File: config.mk
export PLATFORM = sky130hd
export DESIGN_NAME = mains_period_tracker_with_button_adc
export DESIGN_NICKNAME = d
export VERILOG_FILES = /design/src/mpt_pkg.sv /design/src/mpt_period_calc.sv /design/src/mpt_button_decode.sv /design/src/mains_period_tracker_with_button_adc.sv
export SDC_FILE = /design/constraint.sdc
export NUM_CORES = 1
export LEC_CHECK = 0
export BUFFER_PORTS_ARGS = -buffer_cell sky130_fd_sc_hd__buf_4
export CAP_MARGIN = 5
export CELL_PAD_IN_SITES_DETAIL_PLACEMENT = 0
export CELL_PAD_IN_SITES_GLOBAL_PLACEMENT = 2
export CORE_MARGIN = 2
export CORE_UTILIZATION = 37
export DETAILED_ROUTE_END_ITERATION = 8
export GPL_ROUTABILITY_DRIVEN = 1
export PLACE_DENSITY_LB_ADDON = 0.15
export SLEW_MARGIN = 40
export SYNTH_ARGS = -nofsm -noshare
export SYNTH_HDL_FRONTEND = slang
export SYNTH_HIERARCHICAL = 1
export SYNTH_SLANG_ARGS = --single-unit
File: constraint.sdc
create_clock -name clk -period 14.8 [get_ports clk]
set_input_delay 1.48 -clock clk [delete_from_list [all_inputs] [get_ports clk]]
set_output_delay 1.48 -clock clk [all_outputs]
set_load 0.005 [all_outputs]
File: src/mpt_pkg.sv
// ----------------------------------------------------------------------------
// mpt_pkg
// Shared types and constants for the mains period tracker: register
// indexes, reset values, button windows and reciprocal constants.
// ----------------------------------------------------------------------------
package mpt_pkg;

  // Field widths
  localparam int unsigned SampleW  = 10;
  localparam int unsigned PeriodW  = 13;
  localparam int unsigned DelayW   = 12;
  localparam int unsigned CfgDataW = 12;
  localparam int unsigned VoltW    = 11;
  localparam int unsigned CodeW    = 2;

  // Configuration register indexes
  typedef enum logic [1:0] {
    CFG_CROSSING_LEVEL = 2'd0,
    CFG_NOMINAL_PERIOD = 2'd1,
    CFG_PERIOD_MARGIN  = 2'd2,
    CFG_BUTTON_DELAY   = 2'd3
  } cfg_index_t;

  // Register and state reset values
  localparam logic [9:0]         RstCrossingLevel = 10'd465;
  localparam logic [11:0]        RstNominalPeriod = 12'd2499;
  localparam logic [9:0]         RstPeriodMargin  = 10'd200;
  localparam logic [11:0]        RstButtonDelay   = 12'd999;
  localparam logic [PeriodW-1:0] RstPeriod        = 13'd2499;

  // Button ladder windows (inclusive), compared on 11 bits
  localparam logic [10:0] MenuLo = 11'd480;
  localparam logic [10:0] MenuHi = 11'd520;
  localparam logic [10:0] DownLo = 11'd658;
  localparam logic [10:0] DownHi = 11'd698;
  localparam logic [10:0] UpLo   = 11'd1000;
  localparam logic [10:0] UpHi   = 11'd1040;

  // Button classes
  localparam logic [CodeW-1:0] BtnNone = 2'd0;
  localparam logic [CodeW-1:0] BtnMenu = 2'd1;
  localparam logic [CodeW-1:0] BtnDown = 2'd2;
  localparam logic [CodeW-1:0] BtnUp   = 2'd3;

  // x/10 = (x * 52429) >> 19, exact for x < 2^18
  localparam logic [15:0] Recip10      = 16'd52429;
  localparam int unsigned Recip10Shift = 19;
  // x/3 = (x * 2731) >> 13, exact for x < 2^13
  localparam logic [11:0] Recip3       = 12'd2731;
  localparam int unsigned Recip3Shift  = 13;

  // Crossing-phase update result
  typedef struct packed {
    logic [PeriodW-1:0] period;
    logic [PeriodW-1:0] average;
  } period_upd_t;

  // Button decode result
  typedef struct packed {
    logic [CodeW-1:0] code;
    logic [VoltW-1:0] voltage;
  } button_info_t;

endpackage

File: src/mpt_period_calc.sv
// ----------------------------------------------------------------------------
// mpt_period_calc
// Crossing-phase arithmetic: new timer period from the running average and
// the sample, then the filtered and clamped average.
// ----------------------------------------------------------------------------
module mpt_period_calc (
  input  logic [mpt_pkg::SampleW-1:0] adc_sample,
  input  logic [mpt_pkg::PeriodW-1:0] period_average,
  input  logic [9:0]                  crossing_level,
  input  logic [11:0]                 nominal_period,
  input  logic [9:0]                  period_margin,
  output mpt_pkg::period_upd_t        upd
);

  logic [13:0]                 sum;
  logic [13:0]                 diff;
  logic [mpt_pkg::PeriodW-1:0] period;
  logic [16:0]                 acc;
  logic [32:0]                 prod;
  logic [mpt_pkg::PeriodW-1:0] quot;
  logic [mpt_pkg::PeriodW-1:0] hi;
  logic [11:0]                 lo;
  logic [mpt_pkg::PeriodW-1:0] avg_hi;

  // Period = average + crossing level - sample, floored at zero
  assign sum    = {1'b0, period_average} + {4'b0, crossing_level};
  assign diff   = (sum > {4'b0, adc_sample}) ? (sum - {4'b0, adc_sample}) : 14'd0;
  assign period = diff[mpt_pkg::PeriodW-1:0];

  // (9*average + period) / 10 by reciprocal multiply
  assign acc  = {1'b0, period_average, 3'b000} + {4'b0, period_average} + {4'b0, period};
  assign prod = acc * mpt_pkg::Recip10;
  assign quot = prod[mpt_pkg::Recip10Shift +: mpt_pkg::PeriodW];

  // Clamp bounds; lower bound floors at zero
  assign hi = {1'b0, nominal_period} + {3'b0, period_margin};
  assign lo = (nominal_period > {2'b0, period_margin}) ?
              (nominal_period - {2'b0, period_margin}) : 12'd0;

  // Upper bound first, then lower
  assign avg_hi = (quot > hi) ? hi : quot;

  always_comb begin
    upd.period  = period;
    upd.average = (avg_hi < {1'b0, lo}) ? {1'b0, lo} : avg_hi;
  end

endmodule

File: src/mpt_button_decode.sv
// ----------------------------------------------------------------------------
// mpt_button_decode
// Classifies the button-ladder sample by voltage window and scales it to
// the voltage reading (sample * 4 / 3).
// ----------------------------------------------------------------------------
module mpt_button_decode (
  input  logic [mpt_pkg::SampleW-1:0] button_sample,
  output mpt_pkg::button_info_t       info
);

  logic [10:0] s_ext;
  logic [11:0] scaled;
  logic [23:0] prod;

  assign s_ext = {1'b0, button_sample};

  // sample*4/3 by reciprocal multiply
  assign scaled = {button_sample, 2'b00};
  assign prod   = scaled * mpt_pkg::Recip3;

  // Window classification and scaled voltage
  always_comb begin
    priority if (s_ext >= mpt_pkg::MenuLo && s_ext <= mpt_pkg::MenuHi) begin
      info.code = mpt_pkg::BtnMenu;
    end else if (s_ext >= mpt_pkg::DownLo && s_ext <= mpt_pkg::DownHi) begin
      info.code = mpt_pkg::BtnDown;
    end else if (s_ext >= mpt_pkg::UpLo && s_ext <= mpt_pkg::UpHi) begin
      info.code = mpt_pkg::BtnUp;
    end else begin
      info.code = mpt_pkg::BtnNone;
    end
    info.voltage = prod[mpt_pkg::Recip3Shift +: mpt_pkg::VoltW];
  end

endmodule

File: src/mains_period_tracker_with_button_adc.sv
// Pipeline: two register stages (input, then result); an item moves from the
//   input register to the result register once that is empty or being taken.
// Throughput: one item per cycle unless out_stall holds; the phase (and in
//   crossing phase, average and period) updates as an item enters the result register.
// Reset (rst, synchronous): registers to defaults, button phase first,
//   average and period to 2499, both pipeline stages empty.
// ----------------------------------------------------------------------------
// mains_period_tracker_with_button_adc
// Alternating button/zero-crossing ADC handler: stores the button sample,
// tracks the mains period and decodes the button ladder.
// ----------------------------------------------------------------------------
module mains_period_tracker_with_button_adc (
  input  logic                        clk,
  input  logic                        rst,
  // configuration
  input  logic                        cfg_write,
  input  logic [1:0]                  cfg_index,
  input  logic [mpt_pkg::CfgDataW-1:0] cfg_data,
  // input channel
  input  logic                        in_valid,
  output logic                        in_stall,
  input  logic [mpt_pkg::SampleW-1:0] adc_sample,
  // output channel
  output logic                        out_valid,
  input  logic                        out_stall,
  output logic [mpt_pkg::PeriodW-1:0] period_top,
  output logic [mpt_pkg::DelayW-1:0]  trigger_delay,
  output logic                        next_channel,
  output logic [mpt_pkg::CodeW-1:0]   button_code,
  output logic [mpt_pkg::VoltW-1:0]   voltage_value,
  output logic                        motor_refresh
);

  // Configuration registers
  logic [9:0]  crossing_level;
  logic [11:0] nominal_period;
  logic [9:0]  period_margin;
  logic [11:0] button_delay;

  // Block state
  logic                        in_button_phase;
  logic [mpt_pkg::SampleW-1:0] button_sample;
  logic [mpt_pkg::PeriodW-1:0] period_average;
  logic [mpt_pkg::PeriodW-1:0] current_period;

  // Input register
  logic                        in_reg_valid;
  logic [mpt_pkg::SampleW-1:0] in_reg_sample;

  logic                        advance;
  logic [mpt_pkg::SampleW-1:0] button_sample_next;
  mpt_pkg::period_upd_t        upd;
  mpt_pkg::button_info_t       info;

  // Configuration writes
  always_ff @(posedge clk) begin
    if (rst) begin
      crossing_level <= mpt_pkg::RstCrossingLevel;
      nominal_period <= mpt_pkg::RstNominalPeriod;
      period_margin  <= mpt_pkg::RstPeriodMargin;
      button_delay   <= mpt_pkg::RstButtonDelay;
    end else if (cfg_write) begin
      unique case (mpt_pkg::cfg_index_t'(cfg_index))
        mpt_pkg::CFG_CROSSING_LEVEL: crossing_level <= cfg_data[9:0];
        mpt_pkg::CFG_NOMINAL_PERIOD: nominal_period <= cfg_data[11:0];
        mpt_pkg::CFG_PERIOD_MARGIN:  period_margin  <= cfg_data[9:0];
        mpt_pkg::CFG_BUTTON_DELAY:   button_delay   <= cfg_data[11:0];
      endcase
    end
  end

  // Handshake: result register frees when empty or taken
  assign advance  = in_reg_valid && (!out_valid || !out_stall);
  assign in_stall = in_reg_valid && !advance;

  // Input register
  always_ff @(posedge clk) begin
    if (rst) begin
      in_reg_valid <= 1'b0;
    end else if (!in_stall) begin
      in_reg_valid <= in_valid;
    end
  end

  always_ff @(posedge clk) begin
    if (in_valid && !in_stall) begin
      in_reg_sample <= adc_sample;
    end
  end

  // Datapath
  mpt_period_calc u_period_calc (
    .adc_sample     (in_reg_sample),
    .period_average (period_average),
    .crossing_level (crossing_level),
    .nominal_period (nominal_period),
    .period_margin  (period_margin),
    .upd            (upd)
  );

  assign button_sample_next = in_button_phase ? in_reg_sample : button_sample;

  mpt_button_decode u_button_decode (
    .button_sample (button_sample_next),
    .info          (info)
  );

  // State update on each transfer into the result register
  always_ff @(posedge clk) begin
    if (rst) begin
      in_button_phase <= 1'b1;
      button_sample   <= '0;
      period_average  <= mpt_pkg::RstPeriod;
      current_period  <= mpt_pkg::RstPeriod;
    end else if (advance) begin
      in_button_phase <= !in_button_phase;
      button_sample   <= button_sample_next;
      if (!in_button_phase) begin
        period_average <= upd.average;
        current_period <= upd.period;
      end
    end
  end

  // Result register
  always_ff @(posedge clk) begin
    if (rst) begin
      out_valid <= 1'b0;
    end else if (!out_valid || !out_stall) begin
      out_valid <= in_reg_valid;
    end
  end

  always_ff @(posedge clk) begin
    if (advance) begin
      period_top    <= in_button_phase ? current_period : upd.period;
      trigger_delay <= in_button_phase ? '0 : button_delay;
      next_channel  <= in_button_phase;
      motor_refresh <= in_button_phase;
      button_code   <= info.code;
      voltage_value <= info.voltage;
    end
  end

`ifndef SYNTHESIS
  // An empty input register never holds off the source
  a_no_stall_when_empty: assert property (@(posedge clk) disable iff (rst)
    !in_reg_valid |-> !in_stall)
    else $error("input stalled with empty input register");

  // Phase flips on every transfer into the result register
  a_phase_toggles: assert property (@(posedge clk) disable iff (rst)
    advance |=> (in_button_phase != $past(in_button_phase)))
    else $error("phase did not toggle on transfer");

  // A button-phase result routes to the crossing input with no delay
  a_button_result_fields: assert property (@(posedge clk) disable iff (rst)
    (out_valid && motor_refresh) |-> (next_channel && trigger_delay == '0))
    else $error("button result fields inconsistent");

  // A crossing-phase result goes back to the buttons without refresh
  a_cross_result_fields: assert property (@(posedge clk) disable iff (rst)
    (advance && !in_button_phase) |=> (out_valid && !next_channel && !motor_refresh))
    else $error("crossing result fields inconsistent");

  // State holds while nothing transfers
  a_state_holds: assert property (@(posedge clk) disable iff (rst)
    !advance |=> ($stable(period_average) && $stable(in_button_phase)))
    else $error("state changed without transfer");
`endif

endmodule
; Word-level counts from Yosys, hierarchy flattened
; Cells that the tools add are included.
[op_classes]
bitwise_logic = 1
mux = 8
n_reduce_logical = 18
order_cmp = 10
eq_ne = 3
mul = 2
add_sub_neg = 6
[ops]
columns = operator, count
row1 = two-way mux 13 bit, 4
row2 = multiplier 17 x 16 -> 32 bit (second input constant), 1
row3 = multiplier 10 x 12 -> 22 bit (second input constant), 1
row4 = >= comparator 10 bit (second input constant), 2
row5 = less-or-equal comparator 10 bit (second input constant), 2
row6 = adder 16 x 13 -> 17 bit, 1
row7 = adder 17 x 13 -> 17 bit, 1
row8 = adder 13 x 10 -> 14 bit, 1
row9 = greater-than comparator 14 x 10 -> 1 bit, 1
row10 = adder 12 x 10 -> 13 bit, 1
row11 = greater-than comparator 13 bit, 1
row12 = less-than comparator 13 x 12 -> 1 bit, 1
row13 = subtractor 13 x 10 -> 13 bit, 1
row14 = greater-than comparator 12 x 10 -> 1 bit, 1
row15 = two-way mux 12 bit, 1
row16 = subtractor 12 x 10 -> 12 bit, 1
row17 = less-or-equal comparator 10 x 11 -> 1 bit (second input constant), 1
row18 = >= comparator 10 x 9 -> 1 bit (second input constant), 1
row19 = two-way mux 10 bit, 1
row20 = AND reduction 2 bit, 5
row21 = logical AND 1 bit, 6
row22 = logical NOT 1 bit, 5
row23 = equality test 2 bit (second input constant), 2
row24 = two-way mux 2 bit, 2
row25 = 4 further kinds, 4
[totals]
elab_cells = 64
ff_bits = 132
in_bits = 29

; Depth between registers and ports, before layout
[depth]
ltp_word = 9
mapped_depth = 67
depth_no_buf = 64

; Cells and area by module
; Netlist, hierarchy kept.
[by_module_without_submodules]
columns = module, area_each_um2, cells_each, seq_area_each_um2, instances
row1 = mpt_period_calc, 8574.5, 1019, 0.0, 1
row2 = mains_period_tracker_with_button_adc, 4901.0, 393, 3133.0, 1
row3 = mpt_button_decode, 2457.4, 280, 0.0, 1

; Least setup slack after synthesis
; No wires, ideal clock.
[synth_timing]
path_kind = register to register
startpoint = register period_average[4] (netlist name)
endpoint = register period_average[8] (netlist name)
slack_ns = 0.950
required_time_ns = 14.681
path_stages_with_launch = 64
synth_period_minus_slack_ns = 13.850
setup_time_ns = 0.119
arrival_ns = 13.731
path_cell_list = dfxtp_1 > ha_1 > and3_1 > a2111oi_0 > xnor2_1 > ha_1 > a21o_1 > a221o_1 > a21oi_1 > o21ai_0 > a2111oi_2 > buf_2 > nor2_1 > ha_1 > ha_1 > inv_1 > fa_1 > nor2b_1 > (+28 left out) > a221o_1 > a221o_1 > o21ai_1 > clkbuf_1 > nor2_1 > a21oi_1 > inv_1 > ha_1 > a21oi_1 > nor2b_1 > o21ai_0 > o211ai_1 > a21oi_2 > o221ai_2 > buf_6 > mux2_4 > nor2_1 > mux2i_1
[synth_rtl]
columns = element, line_no
row1 = start: declaration, mains_period_tracker_with_button_adc.sv:43  ; logic [mpt_pkg::PeriodW-1:0] period_average;
row2 = start signal: assignment, mains_period_tracker_with_button_adc.sv:113  ; period_average <= mpt_pkg::RstPeriod;
row3 = start signal: assignment, mains_period_tracker_with_button_adc.sv:119  ; period_average <= upd.average;

==> results.sh <==
export IMPL_status="completed"
export IMPL_grt_overflow_total=0
export IMPL_cts_buffers=17
export IMPL_wl_met2_um=19950
export IMPL_grt_max_degree=50
export IMPL_finalCritPeriodShare_pct=95.41
export IMPL_grt_pass1_vias=12178
export IMPL_route_met3_wl_um=1033
export IMPL_cts_max_path_buffers=2
export IMPL_yosysMostFrequentCell="inv_1"
export IMPL_fin_area_um2=18110
export IMPL_worst_slew_pin_slew_ns=0.7536
export IMPL_ant_nets=0
export IMPL_gp_congestion=0.8799
export IMPL_rr_startpoint="crossing_level[2]$_SDFFE_PP0P_"
export IMPL_wirelength_um=40850
export IMPL_crit_top_cell="ha_1"
export IMPL_n_fill_cell=4288
export IMPL_worstRegToRegCells=64
export IMPL_met1_length_um=19150
export IMPL_clock_skew_ns=0.008979
export IMPL_cts_sinks=132
export IMPL_io_buffers=70
export IMPL_drtIter0Drc=322
export IMPL_start_util_pct=37.23
export IMPL_synth_seq_area_share_pct=19.66
export IMPL_drive_above_1_share_pct=14.13
export IMPL_ys_types=86
export IMPL_setup_viol=0
export IMPL_nets=2223
export IMPL_synth_cell_area_um2=15930
export IMPL_num_vias=11694
export IMPL_crit_path_top_delay_cell="fa_1"
export IMPL_first_pass_iters=5
export IMPL_yosysTopAreaCell="ha_1"
export IMPL_synth_common_cells="inv_1 (294), ha_1 (284), fa_1 (126)"
export IMPL_top_layer="met4"
export IMPL_clockRootBuffer="clkbuf_16"
export IMPL_core_um2=42790
export IMPL_insertion_delay_ns=0.44
export IMPL_chipWidth_um=211.5
export IMPL_io_pin_count=71
export IMPL_finalMaxSlewViolations=0
export IMPL_maxSlewHeadroom_pct=49.76
export IMPL_min_to="button_delay[10]$_SDFFE_PP0P_"
export IMPL_min_period_ns=14.12
export IMPL_place_area_um2=17150
export IMPL_die_h_um=211.5
export IMPL_ys_seq_elements=132
export IMPL_cts_tree="built"
export IMPL_min_from="button_delay[10]$_SDFFE_PP0P_"
export IMPL_clkTransAtPathRegs_ns=0.07
export IMPL_hp_class="flop to flop"
export IMPL_syn_inst=1692
export IMPL_grt_pass1_wl_um=66060
export IMPL_yosys_most_used_dff="dfxtp_1"
export IMPL_required_ns=15.09
export IMPL_maxCapViolCount=0
export IMPL_area_growth_pct=13.65
export IMPL_fmax_mhz=70.82
export IMPL_path_class="flop to flop"
export IMPL_htreeDepth=4
export IMPL_grt_usage_pct=19.07
export IMPL_async_reset_ff_share_pct=0
export IMPL_synth_edf_count=49
export IMPL_wire_per_inst_um=17.43
export IMPL_synthesis_nets=2131
export IMPL_post_drt_via_cell_ratio=4.989
export IMPL_worst_setup_path_end_kind="flop"
export IMPL_cpPeakStageDelay_ns=0.55
export IMPL_start_kind="flop"
export IMPL_fin_tns_setup_ns=0
export IMPL_path_max_fanout=8
export IMPL_synth_area_per_cell_um2=9.417
export IMPL_hpwl_um=34470
export IMPL_yosysWarnings=6
export IMPL_rows=76
export IMPL_worst_r2r_endpoint="period_average[8]$_SDFFE_PP1P_"
export IMPL_grt_antenna_before_repair=0
export IMPL_dieArea_um2=44740
export IMPL_reg2reg_slack_ns=0.68
export IMPL_drc=0
export IMPL_hold_viol_final=0
export IMPL_min_path_cells=2
export IMPL_synth_area_top_cells="ha_1 (22%), fa_1 (16%), dfxtp_1 (10%), edfxtp_1 (9.2%), inv_1 (6.9%)"
export IMPL_critPathArrivalTime_ns=14.41
export IMPL_synth_top_area_share_pct=22.30
[worst max-delay path: cells and delay by family, from the launching register on]
family          cells  cell delay, ns
flops               1            0.31
fa+ha+maj          14            4.77
compound gates     28            6.04
xor+xnor            3            0.53
mux                 2            0.36
simple gates        7            0.93
buf+inv            10            1.02
[flip-flops by register name, summed over array words and instances (netlist names), 11 cells and up]
register	flops
current_period	13
period_average	13
period_top	13
trigger_delay	12
nominal_period	12
button_delay	12
voltage_value	11
[cells in the final DEF, fill, tap and decap left out, types with 18 or more instances in the layout]
cell type  count
buf_4        108
nand2_1       91
o21ai_0       39
mux2_4        19
nor3_1        47
nand2b_1      26
dfxtp_1       80
nor2b_1       28
ha_1         278
inv_1        294
nand4_1       18
fa_1         125
nor2_1        94
a21o_1        26
edfxtp_1      49
a21oi_1       91
xnor2_1       48
xor2_1        27
mux2i_1       31
a22o_1        19
[final cells by class]
type | instances | area [um2] | share of cell area (%)
clock inverters | 15 | 190.2 | 1.050
repair buffers | 117 | 920.9 | 5.086
clock buffers | 17 | 425.4 | 2.349
diodes | 1 | 2.502 | 0.01382
well taps | 546 | 683.2 | 3.773
inverters | 294 | 1104 | 6.095
multi-input cells | 1222 | 11640 | 64.31
flip-flops and latches | 132 | 3137 | 17.32
[worst max path at each step]
stage,slack [ns],startpoint,depth (start not counted),end
floorplan,0.95,period_average[4]$_SDFFE_PP0P_,63,period_average[8]$_SDFFE_PP1P_
global placement,-0.05,crossing_level[4]$_SDFFE_PP1P_,60,period_average[4]$_SDFFE_PP0P_
detailed placement,-0.02,crossing_level[2]$_SDFFE_PP0P_,62,period_average[0]$_SDFFE_PP1P_
CTS,0.005,period_average[0]$_SDFFE_PP1P_,68,period_average[8]$_SDFFE_PP1P_
global route,-0.05,crossing_level[0]$_SDFFE_PP1P_,65,period_average[8]$_SDFFE_PP1P_
finish,0.68,crossing_level[2]$_SDFFE_PP0P_,64,period_average[8]$_SDFFE_PP1P_
[logic make-up after synthesis]
logic type,Yosys count,synth area share [%]
adder cells (fa/ha/maj),410,38.13
AND/OR/NAND/NOR,384,12.16
buffers and inverters,338,8.607
AO/OA/AOI/OAI,284,12.21
flip-flops,132,19.66
XOR/XNOR,83,4.704
multiplexers,61,4.515
[layer usage]
layer | up-vias | GRT usage [%]
met3 | 41 | 3.011
li1 | 5872 | -
met4 | 0 | 3.837
met1 | 5641 | 25.14
met2 | 140 | 33.04
met5 | - | 0
[repair_timing]
item | 4_1_cts | 5_1_grt
gates cloned | 0 | 3
pin swaps | 1 | 18
endpoints found under the setup margin | 3 | 12
buffers inserted | 0 | 9
gates resized for setup | 2 | 43
hold buffers | 0 | 0
[through the flow]
stage | std cells | util, % | hold WS (ns) | worst slack [ns]
finish | 2344 | 42.32 | 0.4539 | 0.6800
global route | 2343 | 42.31 | 0.4762 | -0.04816
CTS | 2329 | 41.55 | 0.4569 | 0.005125
detailed placement | 2297 | 40.07 | 0.4468 | -0.02067
global placement | 2294 | 39.96 | 0.4382 | -0.05063
floorplan | 1692 | - | 0.4095 | 0.9502
Power is not shown: default switching activity piles up to over one toggle a cycle in this logic, so the estimate is an artifact.
